<file path="src/sv/lgge_pkg.sv">
package lgge_pkg;

    // Field widths of the stream words.
    localparam int COORD_W   = 5;
    localparam int COORD_SPAN = 32;
    localparam int REQ_W     = 2;
    localparam int GEN_W     = 32;
    localparam int CFG_W     = 6;
    localparam int S_DATA_W  = 16;
    localparam int M_DATA_W  = 40;
    localparam int APB_DATA_W = 32;
    localparam int APB_ADDR_W = 3;

    // Request codes carried in s_tuser.
    localparam logic [REQ_W-1:0] REQ_WRITE = 2'd0;
    localparam logic [REQ_W-1:0] REQ_READ  = 2'd1;
    localparam logic [REQ_W-1:0] REQ_STEP  = 2'd2;

    // Result kinds carried in m_tuser.
    localparam logic RES_READ = 1'b0;
    localparam logic RES_STEP = 1'b1;

    // Register select, taken from paddr bit 2.
    localparam logic CFG_WIDTH  = 1'b0;
    localparam logic CFG_HEIGHT = 1'b1;

    localparam logic [CFG_W-1:0] WIDTH_RESET  = 6'd30;
    localparam logic [CFG_W-1:0] HEIGHT_RESET = 6'd30;

endpackage

</file>
<file path="src/sv/lgge_row_update.sv">
// Next-generation value of one grid row, all columns in parallel.
module lgge_row_update #(
    parameter int MAX_W = 32,
    parameter int UW    = 6
) (
    input  logic [MAX_W-1:0] row_up,
    input  logic [MAX_W-1:0] row_mid,
    input  logic [MAX_W-1:0] row_dn,
    input  logic [UW-1:0]    used_w,
    output logic [MAX_W-1:0] row_new
);

    logic [MAX_W+1:0] pad_up;
    logic [MAX_W+1:0] pad_mid;
    logic [MAX_W+1:0] pad_dn;

    // One dead column on each side so that the edge lanes index safely.
    assign pad_up  = {1'b0, row_up, 1'b0};
    assign pad_mid = {1'b0, row_mid, 1'b0};
    assign pad_dn  = {1'b0, row_dn, 1'b0};

    always_comb begin
        logic [3:0] n;
        logic       inner;
        for (int x = 0; x < MAX_W; x++) begin
            n = 4'(pad_up[x]) + 4'(pad_up[x+1]) + 4'(pad_up[x+2])
              + 4'(pad_mid[x]) + 4'(pad_mid[x+2])
              + 4'(pad_dn[x]) + 4'(pad_dn[x+1]) + 4'(pad_dn[x+2]);
            // Only columns strictly inside the width in use are computed.
            inner = (x != 0) && ((UW'(x) + UW'(2)) <= used_w);
            row_new[x] = inner && ((n == 4'd3) || ((n == 4'd2) && row_mid[x]));
        end
    end

endmodule

</file>
<file path="src/sv/life_grid_generation_engine_top.sv">
// Life grid engine: a one-bit cell grid of up to MAX_W by MAX_H cells that runs Conway's
// rule (birth on three neighbors, survival on two or three). Each input word is a request
// selected by s_tuser: write one cell, read one cell, or compute one generation. A write
// gives no result word; a read returns the cell (0 outside the configured area); a step
// returns the new generation count. The grid is kept in one memory with one row of MAX_W
// cells per entry, so a write is a read-modify-write of its row, a read goes through the
// memory read register to the output register, and a step sweeps the rows in use one
// row per cycle from the single memory read port while writing back the row two above it,
// which it already holds in a three-row window.
// The outermost rows and columns of the configured area, and all cells outside it, are
// dead after a step. After reset the grid reads as all dead at once: each row carries a
// valid flag, so no clearing pass is needed. A result word waits in the output register
// while the next request is accepted. grid_width and grid_height may be written only
// while no request is in flight.
module life_grid_generation_engine_top
    import lgge_pkg::*;
#(
    parameter int MAX_W = 32,
    parameter int MAX_H = 32
) (
    input  logic                  aclk,
    input  logic                  aresetn,

    input  logic                  s_tvalid,
    output logic                  s_tready,
    // [4:0] cell_x, [9:5] cell_y, [10] cell_value, [15:11] zero
    input  logic [S_DATA_W-1:0]   s_tdata,
    // [1:0] req_type
    input  logic [REQ_W-1:0]      s_tuser,

    output logic                  m_tvalid,
    input  logic                  m_tready,
    // [0] read_value, [32:1] generation, [39:33] zero
    output logic [M_DATA_W-1:0]   m_tdata,
    // [0] result_kind
    output logic                  m_tuser,

    input  logic                  psel,
    input  logic                  penable,
    input  logic                  pwrite,
    input  logic [APB_ADDR_W-1:0] paddr,
    input  logic [APB_DATA_W-1:0] pwdata,
    output logic [APB_DATA_W-1:0] prdata,
    output logic                  pready
);

    localparam int RW = $clog2(MAX_H);
    localparam int UW = ($clog2(MAX_W + 1) > CFG_W) ? $clog2(MAX_W + 1) : CFG_W;
    localparam int UH = ($clog2(MAX_H + 1) > CFG_W) ? $clog2(MAX_H + 1) : CFG_W;

    typedef enum logic [3:0] {
        ST_IDLE  = 4'b0001,
        ST_CELL  = 4'b0010,
        ST_SWEEP = 4'b0100,
        ST_DONE  = 4'b1000
    } state_t;

    state_t state_reg, state_next;

    // Configuration registers.
    logic [CFG_W-1:0] grid_width_reg;
    logic [CFG_W-1:0] grid_height_reg;
    logic             cfg_wr;

    // Captured request.
    logic [REQ_W-1:0]   req_type_reg;
    logic [COORD_W-1:0] req_x_reg;
    logic [COORD_W-1:0] req_y_reg;
    logic               req_v_reg;

    // Grid memory, one row per entry, and a valid flag per row.
    logic [MAX_W-1:0] grid_mem [MAX_H];
    logic [MAX_H-1:0] row_valid_reg, row_valid_next;
    logic             rd_en;
    logic [RW-1:0]    rd_addr;
    logic [MAX_W-1:0] rd_data_reg;
    logic             rd_ok_reg;
    logic [MAX_W-1:0] rd_row;
    logic             mem_we;
    logic [RW-1:0]    mem_waddr;
    logic [MAX_W-1:0] mem_wdata;

    // Step sweep.
    logic [UH-1:0]    cnt_reg, cnt_next;
    logic [MAX_W-1:0] up_reg;
    logic [MAX_W-1:0] mid_reg;
    logic [MAX_W-1:0] sweep_row;
    logic [GEN_W-1:0] gen_reg, gen_next;

    // Output register.
    logic                m_tvalid_reg, m_tvalid_next;
    logic                m_kind_reg, m_kind_next;
    logic                m_value_reg, m_value_next;
    logic [GEN_W-1:0]    m_gen_reg, m_gen_next;
    logic                out_free;

    // Area in use and cell selection.
    logic [UW-1:0]    used_w;
    logic [UH-1:0]    used_h;
    logic             cell_in_area;
    logic [MAX_W-1:0] cell_sel;
    logic [MAX_W-1:0] cell_row;
    logic [MAX_H-1:0] keep_rows;
    logic             in_acc;

    assign used_w = (UW'(grid_width_reg) < UW'(MAX_W)) ? UW'(grid_width_reg) : UW'(MAX_W);
    assign used_h = (UH'(grid_height_reg) < UH'(MAX_H)) ? UH'(grid_height_reg) : UH'(MAX_H);

    // ---------------------------------------------------------------- config port
    assign pready = 1'b1;
    assign cfg_wr = psel && penable && pwrite && pready;

    always_ff @(posedge aclk) begin
        if (!aresetn) begin
            grid_width_reg  <= WIDTH_RESET;
            grid_height_reg <= HEIGHT_RESET;
        end else if (cfg_wr) begin
            case (paddr[2])
                CFG_WIDTH:  grid_width_reg  <= pwdata[CFG_W-1:0];
                CFG_HEIGHT: grid_height_reg <= pwdata[CFG_W-1:0];
                default:    grid_width_reg  <= grid_width_reg;
            endcase
        end
    end

    always_comb begin
        case (paddr[2])
            CFG_WIDTH:  prdata = APB_DATA_W'(grid_width_reg);
            CFG_HEIGHT: prdata = APB_DATA_W'(grid_height_reg);
            default:    prdata = '0;
        endcase
    end

    // ---------------------------------------------------------------- input side
    assign s_tready = (state_reg == ST_IDLE);
    assign in_acc   = s_tvalid && s_tready;

    always_ff @(posedge aclk) begin
        if (in_acc) begin
            req_type_reg <= s_tuser;
            req_x_reg    <= s_tdata[COORD_W-1:0];
            req_y_reg    <= s_tdata[2*COORD_W-1:COORD_W];
            req_v_reg    <= s_tdata[2*COORD_W];
        end
    end

    assign cell_in_area = (UW'(req_x_reg) < used_w) && (UH'(req_y_reg) < used_h);

    // One-hot column select for the requested cell; columns beyond the
    // coordinate range never match.
    always_comb begin
        for (int i = 0; i < MAX_W; i++) begin
            cell_sel[i] = (i < COORD_SPAN) && (req_x_reg == COORD_W'(i));
        end
    end

    // ---------------------------------------------------------------- grid memory
    // A row whose valid flag is clear reads as all dead.
    assign rd_row = rd_data_reg & {MAX_W{rd_ok_reg}};

    always_ff @(posedge aclk) begin
        if (mem_we) begin
            grid_mem[mem_waddr] <= mem_wdata;
        end
    end

    always_ff @(posedge aclk) begin
        if (rd_en) begin
            rd_data_reg <= grid_mem[rd_addr];
            rd_ok_reg   <= row_valid_reg[rd_addr];
        end
    end

    always_ff @(posedge aclk) begin
        if (!aresetn) begin
            row_valid_reg <= '0;
        end else begin
            row_valid_reg <= row_valid_next;
        end
    end

    // The cell write replaces one bit of the row just read.
    assign cell_row = (rd_row & ~cell_sel) | (cell_sel & {MAX_W{req_v_reg}});

    lgge_row_update #(
        .MAX_W (MAX_W),
        .UW    (UW)
    ) u_row_update (
        .row_up  (up_reg),
        .row_mid (mid_reg),
        .row_dn  (rd_row),
        .used_w  (used_w),
        .row_new (sweep_row)
    );

    // Rows strictly inside the height in use survive the end of a step.
    always_comb begin
        for (int r = 0; r < MAX_H; r++) begin
            keep_rows[r] = (r != 0) && ((UH'(r) + UH'(2)) <= used_h);
        end
    end

    // The window shifts as each row of the sweep arrives from memory.
    always_ff @(posedge aclk) begin
        if ((state_reg == ST_SWEEP) && (cnt_reg != '0)) begin
            up_reg  <= mid_reg;
            mid_reg <= rd_row;
        end
    end

    assign out_free = !m_tvalid_reg || m_tready;

    // ---------------------------------------------------------------- control
    always_comb begin
        state_next     = state_reg;
        cnt_next       = cnt_reg;
        gen_next       = gen_reg;
        row_valid_next = row_valid_reg;
        rd_en          = 1'b0;
        rd_addr        = RW'(s_tdata[2*COORD_W-1:COORD_W]);
        mem_we         = 1'b0;
        mem_waddr      = RW'(req_y_reg);
        mem_wdata      = cell_row;
        m_tvalid_next  = m_tvalid_reg && !m_tready;
        m_kind_next    = m_kind_reg;
        m_value_next   = m_value_reg;
        m_gen_next     = m_gen_reg;

        case (state_reg)
            ST_IDLE: begin
                if (in_acc) begin
                    case (s_tuser)
                        REQ_WRITE, REQ_READ: begin
                            rd_en      = 1'b1;
                            state_next = ST_CELL;
                        end
                        REQ_STEP: begin
                            cnt_next   = '0;
                            state_next = ST_SWEEP;
                        end
                        default: state_next = ST_IDLE;
                    endcase
                end
            end
            ST_CELL: begin
                if (req_type_reg == REQ_WRITE) begin
                    if (cell_in_area) begin
                        mem_we                             = 1'b1;
                        row_valid_next[RW'(req_y_reg)]     = 1'b1;
                    end
                    state_next = ST_IDLE;
                end else if (out_free) begin
                    // The read row stays in the read register until the output frees up.
                    m_tvalid_next = 1'b1;
                    m_kind_next   = RES_READ;
                    m_value_next  = cell_in_area && |(rd_row & cell_sel);
                    m_gen_next    = '0;
                    state_next    = ST_IDLE;
                end
            end
            ST_SWEEP: begin
                // Count c issues the read of row c and takes in row c-1; from c = 3 on
                // the window yields the new row c-2.
                rd_addr = cnt_reg[RW-1:0];
                rd_en   = (cnt_reg < used_h);
                if (cnt_reg >= UH'(3)) begin
                    mem_we                     = 1'b1;
                    mem_waddr                  = RW'(cnt_reg - UH'(2));
                    mem_wdata                  = sweep_row;
                    row_valid_next[mem_waddr]  = 1'b1;
                end
                if (cnt_reg == used_h) begin
                    row_valid_next = row_valid_next & keep_rows;
                    gen_next       = gen_reg + GEN_W'(1);
                    state_next     = ST_DONE;
                end else begin
                    cnt_next = cnt_reg + UH'(1);
                end
            end
            ST_DONE: begin
                if (out_free) begin
                    m_tvalid_next = 1'b1;
                    m_kind_next   = RES_STEP;
                    m_value_next  = 1'b0;
                    m_gen_next    = gen_reg;
                    state_next    = ST_IDLE;
                end
            end
            default: state_next = ST_IDLE;
        endcase
    end

    always_ff @(posedge aclk) begin
        if (!aresetn) begin
            state_reg    <= ST_IDLE;
            cnt_reg      <= '0;
            gen_reg      <= '0;
            m_tvalid_reg <= 1'b0;
        end else begin
            state_reg    <= state_next;
            cnt_reg      <= cnt_next;
            gen_reg      <= gen_next;
            m_tvalid_reg <= m_tvalid_next;
        end
    end

    always_ff @(posedge aclk) begin
        m_kind_reg  <= m_kind_next;
        m_value_reg <= m_value_next;
        m_gen_reg   <= m_gen_next;
    end

    // ---------------------------------------------------------------- output side
    assign m_tvalid = m_tvalid_reg;
    assign m_tuser  = m_kind_reg;
    assign m_tdata  = {(M_DATA_W - GEN_W - 1)'(0), m_gen_reg, m_value_reg};

endmodule

</file>
<file path="config.mk">
export PLATFORM = sky130hd
export DESIGN_NAME = life_grid_generation_engine_top
export DESIGN_NICKNAME = d
export VERILOG_FILES = /design/src/sv/lgge_pkg.sv /design/src/sv/lgge_row_update.sv /design/src/sv/life_grid_generation_engine_top.sv
export SDC_FILE = /design/constraint.sdc
export NUM_CORES = 2
export LEC_CHECK = 0
export CAP_MARGIN = 0
export CORE_MARGIN = 2
export CORE_UTILIZATION = 51
export CTS_CLUSTER_DIAMETER = 80
export DETAILED_ROUTE_END_ITERATION = 10
export DONT_BUFFER_PORTS = 1
export PLACE_DENSITY = 0.63
export SETUP_SLACK_MARGIN = 0.4
export SYNTH_ARGS = -nofsm -noshare
export SYNTH_HDL_FRONTEND = slang
export SYNTH_SLANG_ARGS = --single-unit
</file>
<file path="constraint.sdc">
create_clock -name aclk -period 8.7 [get_ports aclk]
set_input_delay 0.435 -clock aclk [delete_from_list [all_inputs] [get_ports aclk]]
set_output_delay 0.435 -clock aclk [all_outputs]
set_load 0.05 [all_outputs]
</file>
Word level (Yosys, flattened, before mapping)
Memories as Yosys holds them, arrays and structs flattened. A register that Yosys moved wholly into a read port is not among the register bits.
Index checks and enable logic that the tools add are counted.
Cells by class
  $add $sub $neg: 217
  magnitude comparators: 73
  equality and inequality tests: 109
  muxes and demuxes: 53
  bitwise operators: 10
  reductions and logical operators: 121
Operators with widths (count)
  4-bit by 1-bit adder with 4-bit output: 179
  32-bit two-way mux: 10
  4-bit by 2-bit == test with 1-bit output, second input constant: 63
  5-bit by 6-bit <= comparator with 1-bit output, first input constant: 32
  32-bit case mux with 2 select lines: 3
  32-bit bitwise AND: 5
  4-bit by 6-bit <= comparator with 1-bit output, first input constant: 16
  32-bit OR: 3
  5-bit == test, second input constant: 16
  1-bit logical AND: 71
  1-bit by 1-bit adder with 2-bit output: 31
  3-bit by 6-bit <= comparator with 1-bit output, first input constant: 8
  5-bit by 4-bit == test with 1-bit output, second input constant: 8
  32-bit by 1-bit adder with 32-bit output, second input constant: 1
  1-bit logical OR: 32
  32-bit NOT: 1
  32-bit OR reduction: 1
  6-bit two-way mux: 5
  6-bit <= comparator, first input constant: 4
  5-bit by 3-bit == test with 1-bit output, second input constant: 4
  5-bit by 6-bit less-than comparator with 1-bit output, second input constant: 3
  1-bit two-way mux: 17
  4-bit two-way mux: 4
  4-bit case mux with 4 select lines: 1
  36 further kinds: 65
Word-level totals
  register bits: 199
  bits in writable memories: 1024
  input port bits: 60
  output and inout port bits: 76
  logic and storage cells: 601
  memories: 1
Memories
  grid_mem: depth 32, width 32, read ports 1, clocked after Yosys merged registers in 1, wr ports 1, line life_grid_generation_engine_top.sv:72  | logic [MAX_W-1:0] grid_mem [MAX_H];

Longest topological paths before layout
  depth after elaboration: 13
  gate-level depth with buffers: 14
  gate-level depth less buffers: 13

Cells and area by module
Synthesis repeated with hierarchy kept, for this count alone.
Unflattened totals
  cell total of the unflattened synthesis: 4472
  area, all modules: 56755.7 um^2
By module, submodules not included
  life_grid_generation_engine_top: times used 1, cells an instance 3865, area each 51151.6 um^2, seq. area each 36815.3 um^2
  lgge_row_update: times used 1, cells an instance 607, area each 5604.1 um^2, seq. area each 0.0 um^2

Least setup slack after synthesis
OpenSTA, ideal clock, no wires.
  kind: flip-flop to flip-flop
  start: register state_reg[0]
  end: register mid_reg[0] (enable)
  setup time: 0.507 ns
  data arrival time: 4.819 ns
  required time: 8.193 ns
  path slack: 3.374 ns
  stages on the path, launching flop included: 8
  path buffers: 5
  clock period less this slack: 5.326 ns
  path through: dfxtp_1 -> buf_2 -> or4b_4 -> buf_6 -> clkbuf_1 -> clkbuf_1 -> clkbuf_1 -> a21oi_1
On the way
  longest elaborated chain between the ends: 2
Ends and longest elaborated chain
  start, declared: line life_grid_generation_engine_top.sv:58  | state_t state_reg, state_next;
  start signal, assigned: line life_grid_generation_engine_top.sv:300  | state_reg <= state_next;
  4-bit by 3-bit == test with 1-bit output: line life_grid_generation_engine_top.sv:205  | if ((state_reg == ST_SWEEP) && (cnt_reg != '0)) begin
  1-bit logical AND: line life_grid_generation_engine_top.sv:205
  end signal, assigned: line life_grid_generation_engine_top.sv:207  | mid_reg <= rd_row;
  end, declared: line life_grid_generation_engine_top.sv:86  | logic [MAX_W-1:0] mid_reg;
No other way between the ends.
A chain may end at the register's enable or synchronous reset.

Worst setup path after layout
  start: register rd_ok_reg
  end: memory grid_mem[3][17] (data pin)
On the way
  longest elaborated chain between the ends: 10
  elaborated cells between the ends (all ways): 13
  classes of those cells: 3 x add/sub; 2 x eq/ne; 2 x mux; 3 x bitwise; 3 x reduce/logical
Ends and longest elaborated chain
  start, declared: line life_grid_generation_engine_top.sv:77  | logic rd_ok_reg;
  start signal, assigned: line life_grid_generation_engine_top.sv:170  | rd_ok_reg <= row_valid_reg[rd_addr];
  32-bit bitwise AND *: line life_grid_generation_engine_top.sv:159  | assign rd_row = rd_data_reg & {MAX_W{rd_ok_reg}};
  4-bit by 1-bit adder with 4-bit output (3 in series): line lgge_row_update.sv:28  | + 4'(pad_dn[x]) + 4'(pad_dn[x+1]) + 4'(pad_dn[x+2]);
  4-bit by 2-bit == test with 1-bit output: line lgge_row_update.sv:31  | row_new[x] = inner && ((n == 4'd3) || ((n == 4'd2) && row_mid[x]));
  1-bit logical AND: line lgge_row_update.sv:31
  1-bit logical OR: line lgge_row_update.sv:31
  1-bit logical AND: line lgge_row_update.sv:31
  32-bit two-way mux: line life_grid_generation_engine_top.sv:266  | if (cnt_reg >= UH'(3)) begin
  32-bit two-way mux *: line life_grid_generation_engine_top.sv:229  | case (state_reg)
  via mem_wdata[17]: line life_grid_generation_engine_top.sv:81  | logic [MAX_W-1:0] mem_wdata;
  end, declared: line life_grid_generation_engine_top.sv:72
The timed path passes the listed nets; every way through them passes the cells marked *.

==> results.py <==
metrics = {
    "critical_path": {
        "r2r_start": "rd_ok_reg",
        "start_kind": "flip-flop",
        "required_ps": 9100,
        "r2r_end": "grid_mem[3][17]",
        "end_kind": "flip-flop",
        "path_max_fanout": 32,
        "worstPathArrival_ps": 5800,
        "r2r_cells": 11,
        "critPathKind": "reg -> reg",
        "r2r_setup_slack_ps": 3300,
    },
    "hold_path": {
        "hp-class": "in -> reg",
        "hold_end": "grid_width_reg[3]",
        "worstHoldStart": "paddr[2]",
        "min_path_cells": 2,
    },
    "power": {
        "cellLeakagePower_nw": 23.1,
        "power.total_mw": 13.3,
        "pwr_density_cell_nw_per_um2": 202,
        "peakVddDrop_mv": 0.207,
    },
    "cells_and_area": {
        "largest_reg_flops": 1024,
        "fillCellCount": 9350,
        "fin_cells": 6495,
        "seq_area_um2": 36800,
        "largest-register": "grid_mem",
        "multi_input_area_um2": 20900,
        "nNetsFinal": 5158,
        "syn2layout_area_growth_pct": 11.0,
        "final_cell_area_um2": 66000,
        "drive_gt1_frac": 0.0865,
    },
    "run_status": {
        "status": "completed",
    },
    "sta": {
        "slew_headroom": 0.204,
        "setup_viol": 0,
        "finalSetupTns_ps": 0,
        "drv_slew": 0,
        "period_share": 0.621,
        "worst_slew_pin_slew_ps": 1190,
        "min_period_ps": 5400,
        "hold_violations": 0,
        "max_freq_mhz": 185,
        "clock_skew_ps": 30.0,
        "fin_ws_ps": 3300,
        "rsz0062_at_grt": "no",
    },
    "detailed_routing": {
        "post_drt_via_cell_ratio": 6.17,
        "vias": 40100,
        "dr.pass1.iters": 6,
        "drc_errors": 0,
        "avgRoutedWirePerCell_um": 26.1,
        "drt_iter0_markers": 4034,
        "ant_nets": 0,
        "drt-total-wl_um": 170000,
    },
    "place": {
        "dp_slack_ps": 3440,
        "gp_congestion": 0.915,
        "dp_cells": 6224,
        "io_buffers": 0,
        "place_hpwl_um": 99700,
        "dpl_cell_area_um2": 61500,
    },
    "logic_synthesis": {
        "synth-seq-cells": 1255,
        "synth_edf_count": 1168,
        "ys_types": 77,
        "synth_top_cell_by_area": "edfxtp_1",
        "synth_commonest_cells": "edfxtp_1, nand2_1, mux2i_1",
        "synth.avg_cell_area_um2": 12.2,
        "synth.most_common_cell": "edfxtp_1",
        "syn-cell-area_um2": 59500,
        "synth_top_cell_area_share": 0.589,
        "yosysSeqAreaShare": 0.619,
        "synth_area_leaders": "edfxtp_1, mux2i_1, nand2_1",
        "synth_cells": 4875,
        "async_reset_ff_frac": 0,
        "ys_dominant_reg_cell": "edfxtp_1",
        "yosysWarningCount": 0,
    },
    "grt": {
        "antenna_found_initial": 7,
        "grt_pass1_vias": 38800,
        "grt.busiest_layer": "met2",
        "grtUsageTotal": 0.282,
        "grt_pass1_wl_um": 251000,
        "use_met1": 0.392,
        "grt.overflow.total": 0,
        "gr-usage-met2": 0.450,
        "grt_max_degree": 170,
        "gr-usage-met3": 0.0478,
    },
    "cts": {
        "cts-root-buf": "clkbuf_16",
        "htree_levels": 4,
        "cts_buffers": 136,
        "clkTransAtPathRegs_ps": 60,
        "tritoncts": "built",
        "clock_path_buffers": 3,
        "insertion_delay_ps": 750,
        "clkSinkCount": 1255,
    },
    "floorplanning": {
        "die_area_um2": 119000,
        "fp.dieH_um": 346,
        "die_w_um": 346,
        "placementRows": 125,
        "io_pins": 136,
        "initial_core_util": 0.513,
        "fp.coreArea_um2": 116000,
    },
    "run": {
        "drv_cap": 0,
    },
}
==> how the worst max path moves through the flow <==
stage	start	slack, ps	to
final	rd_ok_reg	3300	grid_mem[3][17]
after global routing	rd_ok_reg	3000	grid_mem[1][17]
after CTS	rd_ok_reg	3370	grid_mem[3][17]
after detailed placement	rd_ok_reg	3440	grid_mem[17][17]
after global placement	rd_ok_reg	3420	grid_mem[19][17]
after floorplan	state_reg[0]	3370	mid_reg[0]
==> per-stage QoR <==
| step | hold slack, ps | utilization |
|---|---|---|
| after floorplan | 426 | - |
| after global placement | 430 | 0.531 |
| after detailed placement | 436 | 0.531 |
| after CTS | 15.0 | 0.570 |
| after global routing | 66.9 | 0.570 |
| final | 50.6 | 0.570 |
==> cell type report <==
| cell class | count | area share |
|---|---|---|
| Clock inverter | 69 | 0.00870 |
| Inverter | 255 | 0.0145 |
| Clock buffer | 172 | 0.0548 |
| Timing Repair Buffer | 143 | 0.0186 |
| Tap cell | 1524 | 0.0289 |
| Multi-Input combinational cell | 3076 | 0.317 |
| Antenna cell | 1 | 0.0000379 |
| Sequential cell | 1255 | 0.557 |
==> per-layer routing <==
metal | share of wire | up-vias
met5 | 0.00014 | -
met1 | 0.42 | 20200
met2 | 0.46 | 1837
li1 | - | 17800
met3 | 0.087 | 327
met4 | 0.032 | 4
==> what timing repair did <==
action,in CTS,in global routing
endpoints found under the setup margin,0,0
hold buffers,27,0
buffers inserted,0,0
hold endpoints to repair,47,0
gates resized for setup,0,0
==> where the power goes <==
group | switching, mW | total [mW] | internal (mW) | leakage (nW)
registers | 0.0573 | 6.73 | 6.68 | 11.3
logic | 0.755 | 1.09 | 0.331 | 9.76
clock network | 2.40 | 5.49 | 3.09 | 2.06
==> cells in the final DEF, fill, tap and decap left out, types with 11 or more instances in the layout <==
cell and count:
a2111oi_0 16, clkbuf_1 30, o21ai_2 18, and2_1 42
mux2i_1 351, clkbuf_16 138, edfxtp_1 1168, o22ai_1 31
xnor2_1 24, nor4_1 27, inv_1 252, dfxtp_1 86
buf_4 109, nand4_1 21, a31oi_1 201, fa_1 118
a221oi_1 17, nor2_4 38, clkinv_2 21, and3_1 41
mux2_2 17, a22oi_1 72, a21oi_1 233, xor2_1 12
clkinv_1 31, o211ai_1 16, nand2_1 657, nor3_1 80
ha_1 113, nand3_1 177, dlygate4sd3_1 26, o21ai_0 129
conb_1 34, nor2b_1 46, a311oi_1 39, nor4_2 11
nor2_1 307, nand2b_1 52
==> worst max-delay path, cell delays in order, from the launching register on <==
cell and delay [ps]:
edfxtp_1 530, buf_4 400, nand2_1 330, fa_1 630, fa_1 440, fa_1 440, fa_1 400, nor3_1 180
mux2i_1 90, a2111oi_0 620, nor2_1 160, a21oi_4 760
==> kinds of logic (layout without fill, tap and decap cells) <==
group,Yosys count,in the layout,synth area share
xor+xnor,36,36,0.00530
flops,1255,1255,0.619
fa+ha+maj,231,231,0.0635
mux,377,377,0.0651
simple gates,1548,1548,0.118
compound gates,850,850,0.0878
buf+inv,576,639,0.0416
other cells,2,35,0.000126
No activity file was read; power rests on OpenSTA's default activity.
